## config.mk

```make
export PLATFORM = sky130hd
export DESIGN_NAME = dual_input_fan_delay_controller
export DESIGN_NICKNAME = d
export VERILOG_FILES = /design/src/dfc_pkg.sv /design/src/dual_input_fan_delay_controller.sv
export SDC_FILE = /design/constraint.sdc
export NUM_CORES = 1
export LEC_CHECK = 0
export BUFFER_PORTS_ARGS = -buffer_cell sky130_fd_sc_hd__clkbuf_2
export CAP_MARGIN = 10
export CORE_MARGIN = 2
export CORE_UTILIZATION = 29
export DETAILED_ROUTE_END_ITERATION = 16
export PLACE_DENSITY_LB_ADDON = 0.08
export SETUP_SLACK_MARGIN = 0.15
export SKIP_LAST_GASP = 1
export SYNTH_ARGS = -nofsm -noshare
export SYNTH_HDL_FRONTEND = slang
export SYNTH_SLANG_ARGS = --single-unit
```

## constraint.sdc

```tcl
create_clock -name clk -period 12.5 [get_ports clk]
set_clock_uncertainty 0.05 [all_clocks]
set_input_delay 1.25 -clock clk [delete_from_list [all_inputs] [get_ports clk]]
set_output_delay 1.25 -clock clk [all_outputs]
set_load 0.005 [all_outputs]
```

## src/dfc_pkg.sv

```systemverilog
package dfc_pkg;

  // Stream widths
  localparam int unsigned IN_TDATA_W  = 8;
  localparam int unsigned OUT_TDATA_W = 8;

  // Configuration port
  localparam int unsigned CFG_ADDR_W = 3;
  localparam int unsigned CFG_DATA_W = 10;

  localparam logic [CFG_ADDR_W-1:0] CFG_ON_DELAY_FIRST     = 3'd0;
  localparam logic [CFG_ADDR_W-1:0] CFG_ON_DELAY_SECOND    = 3'd1;
  localparam logic [CFG_ADDR_W-1:0] CFG_OFF_DELAY_FIRST    = 3'd2;
  localparam logic [CFG_ADDR_W-1:0] CFG_OFF_DELAY_SECOND   = 3'd3;
  localparam logic [CFG_ADDR_W-1:0] CFG_PRESENCE_THRESHOLD = 3'd4;
  localparam logic [CFG_ADDR_W-1:0] CFG_WINDOW_TICKS       = 3'd5;

  // Register reset values
  localparam logic [7:0] RST_ON_DELAY_FIRST     = 8'd40;
  localparam logic [7:0] RST_ON_DELAY_SECOND    = 8'd20;
  localparam logic [9:0] RST_OFF_DELAY_FIRST    = 10'd210;
  localparam logic [9:0] RST_OFF_DELAY_SECOND   = 10'd80;
  localparam logic [7:0] RST_PRESENCE_THRESHOLD = 8'd45;
  localparam logic [9:0] RST_WINDOW_TICKS       = 10'd1000;

  // Which input went off last
  typedef enum logic [1:0] {
    SRC_NONE   = 2'd0,
    SRC_FIRST  = 2'd1,
    SRC_SECOND = 2'd2
  } src_t;

endpackage

```

## src/dual_input_fan_delay_controller.sv

```systemverilog
// Latency: a result appears on out_* in the cycle after its sample request is accepted.
// Throughput: one sample per cycle unless stalled; one pass of compare and increment logic
// on the window, edge and seconds counters sits between the state and the result registers.
// Reset (rst_n low, synchronous): counters and flags clear, fan off, self-power held,
// configuration registers return to their defaults, the result register empties.
module dual_input_fan_delay_controller (
  input  logic                               clk,
  input  logic                               rst_n,
  // sample requests
  input  logic                               in_tvalid,
  output logic                               in_tready,
  input  logic [dfc_pkg::IN_TDATA_W-1:0]     in_tdata,   // [0] first_level, [1] second_level,
                                                         // [2] ms_tick, [7:3] zero
  // results
  output logic                               out_tvalid,
  input  logic                               out_tready,
  output logic [dfc_pkg::OUT_TDATA_W-1:0]    out_tdata,  // [0] fan_on, [1] self_power,
                                                         // [2] first_present, [3] second_present,
                                                         // [7:4] zero
  // configuration writes
  input  logic                               cfg_we,
  input  logic [dfc_pkg::CFG_ADDR_W-1:0]     cfg_addr,
  input  logic [dfc_pkg::CFG_DATA_W-1:0]     cfg_wdata
);
  import dfc_pkg::*;

  // Configuration registers
  logic [7:0]  on_dly1_r, on_dly2_r, thresh_r;
  logic [9:0]  off_dly1_r, off_dly2_r, win_ticks_r;

  // Controller state
  logic [9:0]  win_cnt_r, win_cnt_nxt;
  logic [7:0]  edges1_r, edges1_nxt, edges2_r, edges2_nxt;
  logic        prev1_r, prev1_nxt, prev2_r, prev2_nxt;
  logic        on1_r, on1_nxt, on2_r, on2_nxt;
  logic        first_after_r, first_after_nxt;
  logic [15:0] secs_r, secs_nxt;
  src_t        last_off_r, last_off_nxt;
  logic        restarted_r, restarted_nxt;
  logic        fan_r, fan_nxt;
  logic        hold_r, hold_nxt;

  // Result register
  logic                    out_valid_r;
  logic [OUT_TDATA_W-1:0]  out_data_r;

  logic        in_fire;
  logic        lvl1, lvl2, tick;
  logic [7:0]  max_on;

  // Take a new sample whenever the result register is empty or being drained.
  assign in_tready  = !out_valid_r || out_tready;
  assign in_fire    = in_tvalid && in_tready;
  assign out_tvalid = out_valid_r;
  assign out_tdata  = out_data_r;

  assign lvl1   = in_tdata[0];
  assign lvl2   = in_tdata[1];
  assign tick   = in_tdata[2];
  assign max_on = (on_dly1_r > on_dly2_r) ? on_dly1_r : on_dly2_r;

  // One sample worth of state update, applied in program order.
  always_comb begin
    win_cnt_nxt     = win_cnt_r;
    edges1_nxt      = edges1_r;
    edges2_nxt      = edges2_r;
    prev1_nxt       = prev1_r;
    prev2_nxt       = prev2_r;
    on1_nxt         = on1_r;
    on2_nxt         = on2_r;
    first_after_nxt = first_after_r;
    secs_nxt        = secs_r;
    last_off_nxt    = last_off_r;
    restarted_nxt   = restarted_r;
    fan_nxt         = fan_r;
    hold_nxt        = hold_r;

    // Advance the window on a millisecond tick, saturating.
    if (tick && (win_cnt_nxt != '1)) begin
      win_cnt_nxt = win_cnt_nxt + 10'd1;
    end

    // Count rising edges, saturating.
    if (lvl1 && !prev1_nxt && (edges1_nxt != '1)) begin
      edges1_nxt = edges1_nxt + 8'd1;
    end
    prev1_nxt = lvl1;
    if (lvl2 && !prev2_nxt && (edges2_nxt != '1)) begin
      edges2_nxt = edges2_nxt + 8'd1;
    end
    prev2_nxt = lvl2;

    // Window end: judge presence, advance the seconds count.
    if (win_cnt_nxt >= win_ticks_r) begin
      win_cnt_nxt = '0;
      if (secs_nxt != '1) begin
        secs_nxt = secs_nxt + 16'd1;
      end

      if (edges1_nxt >= thresh_r) begin
        on1_nxt = 1'b1;
      end else begin
        // First input dropped while second is absent: it went off last, unless
        // it only rose after the second and never reached its on-delay.
        if (on1_nxt && !on2_nxt) begin
          last_off_nxt = SRC_FIRST;
          if (first_after_nxt && (secs_nxt < {8'b0, on_dly1_r})) begin
            last_off_nxt = SRC_SECOND;
          end
        end
        on1_nxt = 1'b0;
      end

      if (edges2_nxt >= thresh_r) begin
        on2_nxt         = 1'b1;
        first_after_nxt = 1'b0;
      end else begin
        if (on2_nxt && !on1_nxt) begin
          last_off_nxt = SRC_SECOND;
        end
        on2_nxt = 1'b0;
      end

      edges1_nxt = '0;
      edges2_nxt = '0;

      // Early power-off: nothing present, fan off, seconds below the longer on-delay.
      if (!fan_nxt && !on1_nxt && !on2_nxt && (secs_nxt < {8'b0, max_on})) begin
        hold_nxt        = 1'b0;
        win_cnt_nxt     = '0;
        secs_nxt        = '0;
        first_after_nxt = 1'b0;
        restarted_nxt   = 1'b0;
        edges1_nxt      = '0;
        edges2_nxt      = '0;
      end
    end

    // An input present: hold supply, track the first-after-second case.
    if (on1_nxt || on2_nxt) begin
      hold_nxt = 1'b1;
      if (on1_nxt && !first_after_nxt && (last_off_nxt == SRC_SECOND)) begin
        first_after_nxt = 1'b1;
        secs_nxt        = '0;
      end else if (on1_nxt && first_after_nxt && (last_off_nxt == SRC_SECOND)) begin
        first_after_nxt = 1'b0;
      end
      restarted_nxt = first_after_nxt;
      last_off_nxt  = SRC_NONE;
    end

    // Fan on after the on-delay of a present input.
    if (!fan_nxt && on1_nxt && (secs_nxt >= {8'b0, on_dly1_r})) begin
      fan_nxt = 1'b1;
    end
    if (!fan_nxt && on2_nxt && (secs_nxt >= {8'b0, on_dly2_r})) begin
      fan_nxt = 1'b1;
    end

    // Restart the seconds count once after an input goes off.
    if (((last_off_nxt == SRC_FIRST) || (last_off_nxt == SRC_SECOND)) && !restarted_nxt) begin
      secs_nxt      = '0;
      restarted_nxt = 1'b1;
    end

    // Fan off after the off-delay of the input that went off last, then power off.
    if (fan_nxt && (last_off_nxt == SRC_FIRST) && (secs_nxt >= {6'b0, off_dly1_r})) begin
      fan_nxt         = 1'b0;
      hold_nxt        = 1'b0;
      win_cnt_nxt     = '0;
      secs_nxt        = '0;
      first_after_nxt = 1'b0;
      restarted_nxt   = 1'b0;
      edges1_nxt      = '0;
      edges2_nxt      = '0;
    end
    if (fan_nxt && (last_off_nxt == SRC_SECOND) && (secs_nxt >= {6'b0, off_dly2_r})) begin
      fan_nxt         = 1'b0;
      hold_nxt        = 1'b0;
      win_cnt_nxt     = '0;
      secs_nxt        = '0;
      first_after_nxt = 1'b0;
      restarted_nxt   = 1'b0;
      edges1_nxt      = '0;
      edges2_nxt      = '0;
    end
  end

  // Configuration registers: user writes only while idle, not enforced; unknown indexes drop.
  always_ff @(posedge clk) begin
    if (!rst_n) begin
      on_dly1_r   <= RST_ON_DELAY_FIRST;
      on_dly2_r   <= RST_ON_DELAY_SECOND;
      off_dly1_r  <= RST_OFF_DELAY_FIRST;
      off_dly2_r  <= RST_OFF_DELAY_SECOND;
      thresh_r    <= RST_PRESENCE_THRESHOLD;
      win_ticks_r <= RST_WINDOW_TICKS;
    end else if (cfg_we) begin
      unique case (cfg_addr)
        CFG_ON_DELAY_FIRST:     on_dly1_r   <= cfg_wdata[7:0];
        CFG_ON_DELAY_SECOND:    on_dly2_r   <= cfg_wdata[7:0];
        CFG_OFF_DELAY_FIRST:    off_dly1_r  <= cfg_wdata;
        CFG_OFF_DELAY_SECOND:   off_dly2_r  <= cfg_wdata;
        CFG_PRESENCE_THRESHOLD: thresh_r    <= cfg_wdata[7:0];
        CFG_WINDOW_TICKS:       win_ticks_r <= cfg_wdata;
        default: ;
      endcase
    end
  end

  // State advances only on an accepted sample.
  always_ff @(posedge clk) begin
    if (!rst_n) begin
      win_cnt_r     <= '0;
      edges1_r      <= '0;
      edges2_r      <= '0;
      prev1_r       <= 1'b0;
      prev2_r       <= 1'b0;
      on1_r         <= 1'b0;
      on2_r         <= 1'b0;
      first_after_r <= 1'b0;
      secs_r        <= '0;
      last_off_r    <= SRC_NONE;
      restarted_r   <= 1'b0;
      fan_r         <= 1'b0;
      hold_r        <= 1'b1;
    end else if (in_fire) begin
      win_cnt_r     <= win_cnt_nxt;
      edges1_r      <= edges1_nxt;
      edges2_r      <= edges2_nxt;
      prev1_r       <= prev1_nxt;
      prev2_r       <= prev2_nxt;
      on1_r         <= on1_nxt;
      on2_r         <= on2_nxt;
      first_after_r <= first_after_nxt;
      secs_r        <= secs_nxt;
      last_off_r    <= last_off_nxt;
      restarted_r   <= restarted_nxt;
      fan_r         <= fan_nxt;
      hold_r        <= hold_nxt;
    end
  end

  // Result register: load on accept, hold while stalled, drop when taken.
  always_ff @(posedge clk) begin
    if (!rst_n) begin
      out_valid_r <= 1'b0;
    end else if (in_fire) begin
      out_valid_r <= 1'b1;
    end else if (out_tready) begin
      out_valid_r <= 1'b0;
    end
  end

  always_ff @(posedge clk) begin
    if (in_fire) begin
      out_data_r <= {4'b0, on2_nxt, on1_nxt, hold_nxt, fan_nxt};
    end
  end

endmodule

```

; Word-level counts from Yosys, hierarchy flattened
; Index checks and enable logic that the tools add are counted.
[totals]
ff_bits = 111
word_cells = 153
input_bits = 26
out_inout_bits = 10
[classes]
n_eq_ne = 12
add_sub_neg = 4
n_reduce_logical = 46
magnitude_cmp = 10
n_mux = 60
[ops]
columns = cell, count
row1 = two-way mux 16 bit, 9
row2 = two-way mux 8 bit, 9
row3 = two-way mux 10 bit, 4
row4 = >= comparator 16 x 10 -> 1 bit, 2
row5 = >= comparator 16 x 8 -> 1 bit, 2
row6 = < comparator 16 x 8 -> 1 bit, 2
row7 = two-way mux 1 bit, 31
row8 = logical AND 1 bit, 25
row9 = "adder 16 x 1 -> 16 bit, second input constant", 1
row10 = "adder 8 x 1 -> 8 bit, second input constant", 2
row11 = >= comparator 8 bit, 2
row12 = "inequality test 16 bit, second input constant", 1
row13 = "inequality test 8 bit, second input constant", 2
row14 = two-way mux 2 bit, 7
row15 = AND reduction 2 bit, 6
row16 = "adder 10 x 1 -> 10 bit, second input constant", 1
row17 = >= comparator 10 bit, 1
row18 = logical NOT 1 bit, 10
row19 = "inequality test 10 bit, second input constant", 1
row20 = > comparator 8 bit, 1
row21 = "equality test 3 x 2 -> 1 bit, second input constant", 2
row22 = "equality test 3 bit, second input constant", 2
row23 = "equality test 2 bit, second input constant", 2
row24 = "equality test 3 x 1 -> 1 bit, second input constant", 1
row25 = other kinds (4), 6

; Logic depth before layout (Yosys ltp)
; Gate-level depths: netlist of the first run.
[logic_depth]
word_depth = 31
depth_mapped = 50
depth_no_buf = 46

; Worst setup path before layout of the first run
; No wires, ideal clock.
[synth_path]
kind = input to register
startpoint = in in_tdata[1] (netlist bit)
endpoint = reg secs_r[12]
t_arrival_ns = 8.836
path_slack_ns = 3.552
setup_time_ns = 0.062
path_stages = 45
t_required_ns = 12.388
path_buffers = 4
cell_sequence = and3b_1 clkbuf_1 nand4_1 inv_1 nand3_1 nand2_1 nand2_1 ha_1 and3_1 o21ai_0 o311a_1 a21boi_0 a22oi_1 a21oi_1 inv_1 ha_1 a2111oi_0 clkbuf_1 [... 9 more ...] nand2_1 o31ai_1 and2_0 clkbuf_1 nand2b_1 ha_1 nand2b_1 a21o_1 a21o_1 a21o_1 a21oi_1 o211ai_1 a22oi_1 o31ai_2 a211oi_4 buf_2 nand4_1 nand3_1
[synth_between]
word_cells_on_any_way = 55
cone_classes = 5 x order compare / 3 x eq/ne / 25 x mux / 22 x reduce/logical
[synth_rtl]
columns = item, line_no
row1 = start: declaration, dual_input_fan_delay_controller.sv:12  ; input logic [dfc_pkg::IN_TDATA_W-1:0] in_tdata,
row2 = logical AND 1 bit * (2 in a row), dual_input_fan_delay_controller.sv:88  ; if (lvl2 && !prev2_nxt && (edges2_nxt != '1)) begin
row3 = two-way mux 8 bit *, dual_input_fan_delay_controller.sv:88
row4 = >= comparator 8 bit *, dual_input_fan_delay_controller.sv:114  ; if (edges2_nxt >= thresh_r) begin
row5 = two-way mux 1 bit, dual_input_fan_delay_controller.sv:114
row6 = two-way mux 1 bit (2 in a row), dual_input_fan_delay_controller.sv:94  ; if (win_cnt_nxt >= win_ticks_r) begin
row7 = logical OR 1 bit, dual_input_fan_delay_controller.sv:140  ; if (on1_nxt || on2_nxt) begin
row8 = two-way mux 2 bit *, dual_input_fan_delay_controller.sv:140
row9 = via last_off_nxt[0], dual_input_fan_delay_controller.sv:38  ; src_t last_off_r, last_off_nxt;
row10 = [... 2 more ...], n/a
row11 = logical AND 1 bit, dual_input_fan_delay_controller.sv:161  ; if (((last_off_nxt == SRC_FIRST) || (last_off_nxt == SRC_SECOND)) && !restarted_nxt) begin
row12 = two-way mux 16 bit, dual_input_fan_delay_controller.sv:161
row13 = >= comparator 16 x 10 -> 1 bit, dual_input_fan_delay_controller.sv:167  ; if (fan_nxt && (last_off_nxt == SRC_FIRST) && (secs_nxt >= {6'b0, off_dly1_r})) begin
row14 = logical AND 1 bit, dual_input_fan_delay_controller.sv:167
row15 = two-way mux 16 bit / two-way mux 1 bit (equally long branches), dual_input_fan_delay_controller.sv:167
row16 = >= comparator 16 x 10 -> 1 bit / logical AND 1 bit (equally long branches), dual_input_fan_delay_controller.sv:177  ; if (fan_nxt && (last_off_nxt == SRC_SECOND) && (secs_nxt >= {6'b0, off_dly2_r})) begin
row17 = logical AND 1 bit, dual_input_fan_delay_controller.sv:177
row18 = two-way mux 16 bit *, dual_input_fan_delay_controller.sv:177
row19 = end signal: assignment, dual_input_fan_delay_controller.sv:236  ; secs_r <= secs_nxt;
row20 = end: declaration, dual_input_fan_delay_controller.sv:37  ; logic [15:0] secs_r, secs_nxt;
; The timed path passes the listed nets; every way through them passes the cells marked *. The select of a mux whose other input is x is not followed.
; A chain may end at the register's enable or synchronous reset.

; Final worst setup path of the first run
[layout_path]
startpoint = in in_tdata[2] (netlist bit)
endpoint = reg edges2_r[3]
[layout_between]
word_cells_on_any_way = 48
cone_classes = 5 x order compare / 3 x eq/ne / 21 x mux / 19 x reduce/logical
[layout_rtl]
columns = item, line_no
row1 = logical AND 1 bit *, dual_input_fan_delay_controller.sv:79  ; if (tick && (win_cnt_nxt != '1)) begin
row2 = two-way mux 10 bit *, dual_input_fan_delay_controller.sv:79
row3 = >= comparator 10 bit *, dual_input_fan_delay_controller.sv:94
row4 = two-way mux 1 bit, dual_input_fan_delay_controller.sv:94
row5 = logical OR 1 bit, dual_input_fan_delay_controller.sv:140
row6 = two-way mux 2 bit *, dual_input_fan_delay_controller.sv:140
row7 = via last_off_nxt[0], dual_input_fan_delay_controller.sv:38
row8 = equality test 2 x 1 -> 1 bit / equality test 2 bit (equally long branches), "dual_input_fan_delay_controller.sv:161, dual_input_fan_delay_controller.sv:167, dual_input_fan_delay_controller.sv:177"
row9 = logical OR 1 bit, dual_input_fan_delay_controller.sv:161
row10 = logical AND 1 bit, dual_input_fan_delay_controller.sv:161
row11 = two-way mux 16 bit, dual_input_fan_delay_controller.sv:161
row12 = >= comparator 16 x 10 -> 1 bit, dual_input_fan_delay_controller.sv:167
row13 = logical AND 1 bit, dual_input_fan_delay_controller.sv:167
row14 = two-way mux 16 bit / two-way mux 1 bit (equally long branches), dual_input_fan_delay_controller.sv:167
row15 = >= comparator 16 x 10 -> 1 bit / logical AND 1 bit (equally long branches), dual_input_fan_delay_controller.sv:177
row16 = logical AND 1 bit, dual_input_fan_delay_controller.sv:177
row17 = two-way mux 8 bit *, dual_input_fan_delay_controller.sv:177
row18 = end signal: assignment, dual_input_fan_delay_controller.sv:230  ; edges2_r <= edges2_nxt;
row19 = end: declaration, dual_input_fan_delay_controller.sv:33  ; logic [7:0] edges1_r, edges1_nxt, edges2_r, edges2_nxt;
; The timed path passes the listed nets; every way through them passes the cells marked *.

==> results.toml, run 1 <==
[timing]
fin_crit_sh_pct = 81.4
worst_pin_slew_ps = 1020
max_freq_mhz = 98.2
rsz0062_at_grt = "false"
setup_tns_ps = 0
slew_headroom_pct = 31.8
hold_viol = 0
fin_hold_ws_ps = 411
layout_min_cycle_time_ps = 10180
worst_slack_ps = 2320
finalSetupViolations = 0
slew_violations = 0

[placement]
dp_hpwl_um = 17400
gp_congestion = 0.758
io_buffers = 26
post-place-ws_ps = 2000
placed_cells = 1329

[critical_path]
cpMaxStageDelayCell = "a211oi_2"
crit_path_max_incr_delay_ps = 810
r2r_slack_ps = 2540
crit_required_ps = 12740
reg2reg_from = "win_cnt_r[0]$_SDFFE_PN0P_"
start_kind = "input port"
cp-end-kind = "register"
reg2reg_depth = 44
r2r-end = "edges2_r[3]$_SDFFE_PN0P_"
worstPathArrival_ps = 10420
worst_path_most_repeated_cell = "a21o_1"
crit_type = "input port to register"
crit_fanout = 11

[power_and_ir_drop]
power_density_mw_per_mm2 = 87.7
power_leakage_nw = 3.53
peakVddDrop_v = 0.0000496

[synth]
async_flop_share_pct = 0
ys_warn_count = 0
avgSynthCellArea_um2 = 7.75
synth-seq-area-share_pct = 29.1
synthFlopType = "dfxtp_1"
synth_cells = 1004
syn_area_mm2 = 0.00778
yosysMostFrequentCell = "nand2_1"
ys_ff_latch = 111
ys_types = 66
synth-edff-count = 4
synth_top_cells_by_area = "dfxtp_1 28%, ha_1 14%, nand2_1 9.0%"
yosysTopAreaCellShare_pct = 27.5
netlist_top_cells_count = "187 x nand2_1, 107 x dfxtp_1, 90 x ha_1"
synth_top_cell_by_area = "dfxtp_1"

[floorplan]
ios = 36
die_h_um = 168
chipWidth_um = 168
initial_utilization_pct = 29.7
core_area_mm2 = 0.0262
dieArea_mm2 = 0.0281
num_rows = 59

[finish]
fin_cells = 1345
drive_gt1_share_pct = 6.83
num_antenna_cells = 0
fillers = 2796
layout.nets = 1121
syn_to_final_growth_pct = 9.49

[clocking]
cts_root_buf = "clkbuf_16"
cts_max_path_buffers = 2
cts-buffers-inserted = 9
clk_pin_slew_ps = 90
cts_resized = 0
htreeDepth = 3
cts_hold_buf = 0
post_cts_buffers = 0
cts_tree = "built"
clk_latency_ps = 370
cts_num_sinks = 111

[status]
status = "completed"

[route]
wirelength_um = 23100
vias = 6821
drt_first_iter_violations = 361
routedWlPerCell_um = 17.2
drtAntennaViolNets = 0
dr.pass1.iters = 5
via_per_inst = 5.07
drc = 0

[global_route]
first_global_vias = 6626
grt_max_degree = 37
antenna_found_initial = 0
grt-ovfl-total = 0
grt_pass1_wl_um = 37500
grtUsageTotal_pct = 16.8

[min_path]
holdCritStartpoint = "off_dly2_r[3]$_SDFFE_PN0P_"
holdPathEnd = "off_dly2_r[3]$_SDFFE_PN0P_"
hold_path_depth = 2
hold_class = "register to register"

[run]
maxCapViolCount = 0
## worst max-delay path by stage
stage	from	end	slack, ps	cells after the start
final	in_tdata[2]	edges2_r[3]$_SDFFE_PN0P_	2320	43
after global routing	in_tdata[2]	edges2_r[3]$_SDFFE_PN0P_	1360	43
after CTS	in_tdata[2]	edges2_r[3]$_SDFFE_PN0P_	2320	42
after detailed placement	in_tdata[2]	edges2_r[0]$_SDFFE_PN0P_	2000	43
after global placement	in_tdata[2]	edges1_r[3]$_SDFFE_PN0P_	2010	42
after floorplan	in_tdata[1]	secs_r[12]$_SDFFE_PN0P_	3550	45
## registers in the layout, indices dropped and copies added (netlist names), 2 cells and up
register     count
thresh_r         8
win_cnt_r       10
on_dly2_r        8
off_dly1_r      10
last_off_r       2
secs_r          16
win_ticks_r     10
on_dly1_r        8
off_dly2_r      10
edges2_r         8
edges1_r         8
out_tdata        4
## worst max-delay path, delay by kind of cell
| kind | cells | cell delay, ps |
|---|---|---|
| AOI/OAI and AO/OA | 23 | 5410 |
| xor gates and xnor gates | 1 | 250 |
| adders and majority gates | 4 | 1060 |
| buffers and inverters | 5 | 660 |
| and+or+nand+nor | 10 | 1750 |
## cells by family (layout without fill, tap and decap cells)
logic type | after synthesis | in the layout | share of synthesized area [%]
xor+xnor | 30 | 30 | 3.38
other cells | 1 | 4 | 0.0482
buf+inv | 123 | 126 | 6.24
flops | 111 | 111 | 29.1
compound gates | 252 | 252 | 22.4
fa+ha+maj | 90 | 90 | 14.5
mux | 3 | 3 | 0.402
simple gates | 394 | 394 | 24.0
## placed cells by master, fill, tap and decap left out, types with 5 or more instances in the layout
cell type | synthesis | layout
a211oi_1 | 7 | 7
a21o_1 | 18 | 18
a21oi_1 | 83 | 83
a22o_1 | 13 | 13
a22oi_1 | 6 | 6
a31oi_1 | 5 | 5
a32o_1 | 18 | 18
and2_1 | 6 | 6
and3_1 | 9 | 9
buf_4 | 4 | 9
clkbuf_16 | 0 | 9
clkbuf_2 | 0 | 26
dfxtp_1 | 107 | 107
ha_1 | 90 | 90
inv_1 | 75 | 74
nand2_1 | 187 | 187
nand2b_1 | 13 | 13
nand3_1 | 29 | 29
nand4_1 | 25 | 25
nor2_1 | 51 | 49
nor2b_1 | 20 | 20
nor3_1 | 23 | 23
nor4_1 | 6 | 6
o211ai_1 | 26 | 26
o21a_1 | 9 | 9
o21ai_0 | 22 | 22
o22ai_1 | 8 | 8
xnor2_1 | 14 | 14
xor2_1 | 16 | 16
## area by class of cell
type                    count  area (µm²)  share of cell area (%)
clock buffers               9         225                    2.64
inverters                  75         282                    3.31
flip-flops and latches    111        2260                    26.6
repair buffers             35         198                    2.32
multi-input cells         773        5050                    59.3
clock inverters             7        77.6                   0.911
well taps                 335         419                    4.92
## power breakdown
group | switching, mW | internal (mW)
combinational | 0.0479 | 0.0243
clock | 0.164 | 0.143
sequential | 0.00492 | 0.363
total | 0.217 | 0.530
## through the flow
stage | cell area [µm²] | power (mW) | utilization [%]
4_1_cts | 8520 | 0.758 | 32.5
2_1_floorplan | 7790 | 0.423 | -
6_report | 8520 | 0.747 | 32.5
5_1_grt | 8520 | 0.779 | 32.5
3_5_place_dp | 8210 | 0.449 | 31.3
3_3_place_gp | 8210 | 0.449 | 31.3
## layer usage
metal  vias to the layer above  track usage [%]  share of wire, %
met2                        97             26.0                43
met1                      3124             25.1                54
met5                         -                0                 0
li1                       3585                -                 -
met4                         0             3.48              0.85
met3                        15             1.90               2.8
Note: power is estimated with default switching activity, not from simulation.
==> inputs of run 2 (changes only) <==
==> constraint.sdc (replaced) <==
create_clock -name clk -period 8.2 [get_ports clk]
set_clock_uncertainty 0.05 [all_clocks]
set_input_delay 0.82 -clock clk [delete_from_list [all_inputs] [get_ports clk]]
set_output_delay 0.82 -clock clk [all_outputs]
set_load 0.005 [all_outputs]
==> run 2 against run 1 <==
Effect of this change: combinational power is 120% higher; sequential share of layout area is 4.9 points lower; worst setup slack worse by 2200 ps; register-to-register slack worse by 2400 ps; final cell count is 13% higher; first-iteration DRC count is 6.1% lower; die area stayed put; global-route usage is 1.8 points higher; sequential power is 52% higher; clock power is 61% higher; non-clock buffer count is 173 higher; critical path type is now register to register; largest cell class unchanged; largest power group unchanged.
==> results.toml, run 2 (same netlist as run 1, synthesis figures left out) <==
[critical_path]
worstPathArrival_ps = 8320
crit_required_ps = 8440
setup.worst_path.end = "edges2_r[5]$_SDFFE_PN0P_"
r2r-end = "edges2_r[5]$_SDFFE_PN0P_"
crit_fanout = 8
reg2reg_depth = 47
crit_type = "register to register"
reg2reg_from = "on_dly2_r[4]$_SDFFE_PN1P_"
cp-end-kind = "register"
r2r_slack_ps = 120
cpMaxStageDelayCell = "a2111o_1"
critical_path.startpoint = "on_dly2_r[4]$_SDFFE_PN1P_"
crit_path_max_incr_delay_ps = 500
start_kind = "register"
worst_path_most_repeated_cell = "a21o_1"

[clocking]
cts_hold_buf = 0
cts_num_sinks = 111
htreeDepth = 3
cts-buffers-inserted = 9
cts_root_buf = "clkbuf_16"
clk_pin_slew_ps = 90
cts_tree = "built"
cts_max_path_buffers = 2
clk_latency_ps = 370

[route]
vias = 7587
via_per_inst = 5.00
drtAntennaViolNets = 0
drt_first_iter_violations = 339
dr.pass1.iters = 5
routedWlPerCell_um = 17.0
wirelength_um = 25900
drc = 0

[finish]
regMostFlops = "secs_r"
final_common_cell = "nand2_1"
syn_to_final_growth_pct = 34.6
num_antenna_cells = 0
fillers = 2695
largest_reg_flops = 16
fin_util_pct = 40.0
most-common-layout-cells = "183 x nand2_1, 169 x buf_4, 100 x dfxtp_1, 77 x ha_1"
layout.nets = 1294
drive_gt1_share_pct = 27.2

[timing]
fin_crit_sh_pct = 98.5
max_freq_mhz = 124
slew_violations = 0
layout_min_cycle_time_ps = 8080
hold_viol = 0
rsz0062_at_grt = "true"
finalSetupViolations = 0
setup_tns_ps = 0
slew_headroom_pct = 40.4
worst_pin_slew_ps = 890

[global_route]
antenna_found_initial = 0
grt-ovfl-total = 0
grt_max_degree = 48
first_global_vias = 7272
grt_pass1_wl_um = 41200
grtUsageTotal_pct = 18.6

[floorplan]
chipWidth_um = 168
initial_utilization_pct = 29.7
dieArea_mm2 = 0.0281
die_h_um = 168
core_area_mm2 = 0.0262
num_rows = 59
ios = 36

[min_path]
hold_class = "register to register"

[status]
status = "completed"

[power_and_ir_drop]
power.total_mw = 1.21
power_leakage_nw = 4.52
peakVddDrop_v = 0.0000875
power_density_mw_per_mm2 = 116

[placement]
io_buffers = 26
gp_congestion = 0.794
dp_hpwl_um = 19200

[run]
maxCapViolCount = 0
## run 2: where the power goes
| group | internal [mW] | switching [mW] | leakage [nW] |
|---|---|---|---|
| Combinational | 0.0689 | 0.0910 | 3.46 |
| Clock | 0.250 | 0.243 | 0.160 |
| Sequential | 0.553 | 0.00623 | 0.905 |
| Total | 0.871 | 0.340 | 4.52 |
## run 2: timing repair
item / CTS / global route
cloned: 2 / 2
setup buffers: 33 / 3
endpoints found under the setup margin: 47 / 47
endpoints found under the hold margin: 0 / 0
pin swaps: 43 / 48
resized for setup: 81 / 24
## run 2: how the worst min path moves through the flow
stage                                     start                           to  slack [ps]  cells after the start
finish              win_ticks_r[2]$_SDFFE_PN0P_  win_ticks_r[2]$_SDFFE_PN0P_         410                      2
global route        win_ticks_r[2]$_SDFFE_PN0P_  win_ticks_r[2]$_SDFFE_PN0P_         420                      2
CTS                 win_ticks_r[1]$_SDFFE_PN0P_  win_ticks_r[1]$_SDFFE_PN0P_         410                      2
detailed placement  win_ticks_r[1]$_SDFFE_PN0P_  win_ticks_r[1]$_SDFFE_PN0P_         400                      2
global placement     off_dly2_r[9]$_SDFFE_PN0P_   off_dly2_r[9]$_SDFFE_PN0P_         390                      2
floorplan            off_dly1_r[2]$_SDFFE_PN0P_   off_dly1_r[2]$_SDFFE_PN0P_         390                      2
## run 2: layout make-up
type                            instances  area (µm²)  share of cell area, %
Clock buffer                            9         225                   2.15
Sequential cell                       111        2270                   21.7
Multi-Input combinational cell        773        5550                   53.0
Inverter                               75         284                   2.71
Tap cell                              335         419                   4.00
Clock inverter                          7         103                  0.980
Timing Repair Buffer                  208        1620                   15.4
## run 2: critical path: cells and delay by family, from the launching register on
kind | cells | cell delay, ps
adder cells (fa/ha/maj) | 4 | 870
AO/OA/AOI/OAI | 23 | 3970
AND/OR/NAND/NOR | 10 | 1440
buffers and inverters | 10 | 1320
flip-flops | 1 | 340
## run 2: metal layers
layer | vias to the layer above | track usage, % | part of all wire (%)
met2 | 110 | 28.6 | 44
met3 | 13 | 2.19 | 2.7
met5 | - | 0 | 0
met4 | 0 | 3.59 | 0.84
met1 | 3528 | 28.0 | 53
li1 | 3936 | - | -
## run 2: through the flow
step / cells / worst slack [ps] / hold WS (ps) / cell area [µm²]
floorplan: 1007 / 153 / 386 / 7880
global placement: 1462 / -324 / 393 / 9290
detailed placement: 1462 / -259 / 398 / 9290
CTS: 1513 / 126 / 411 / 10300
global route: 1518 / -295 / 422 / 10500
finish: 1518 / 121 / 408 / 10500
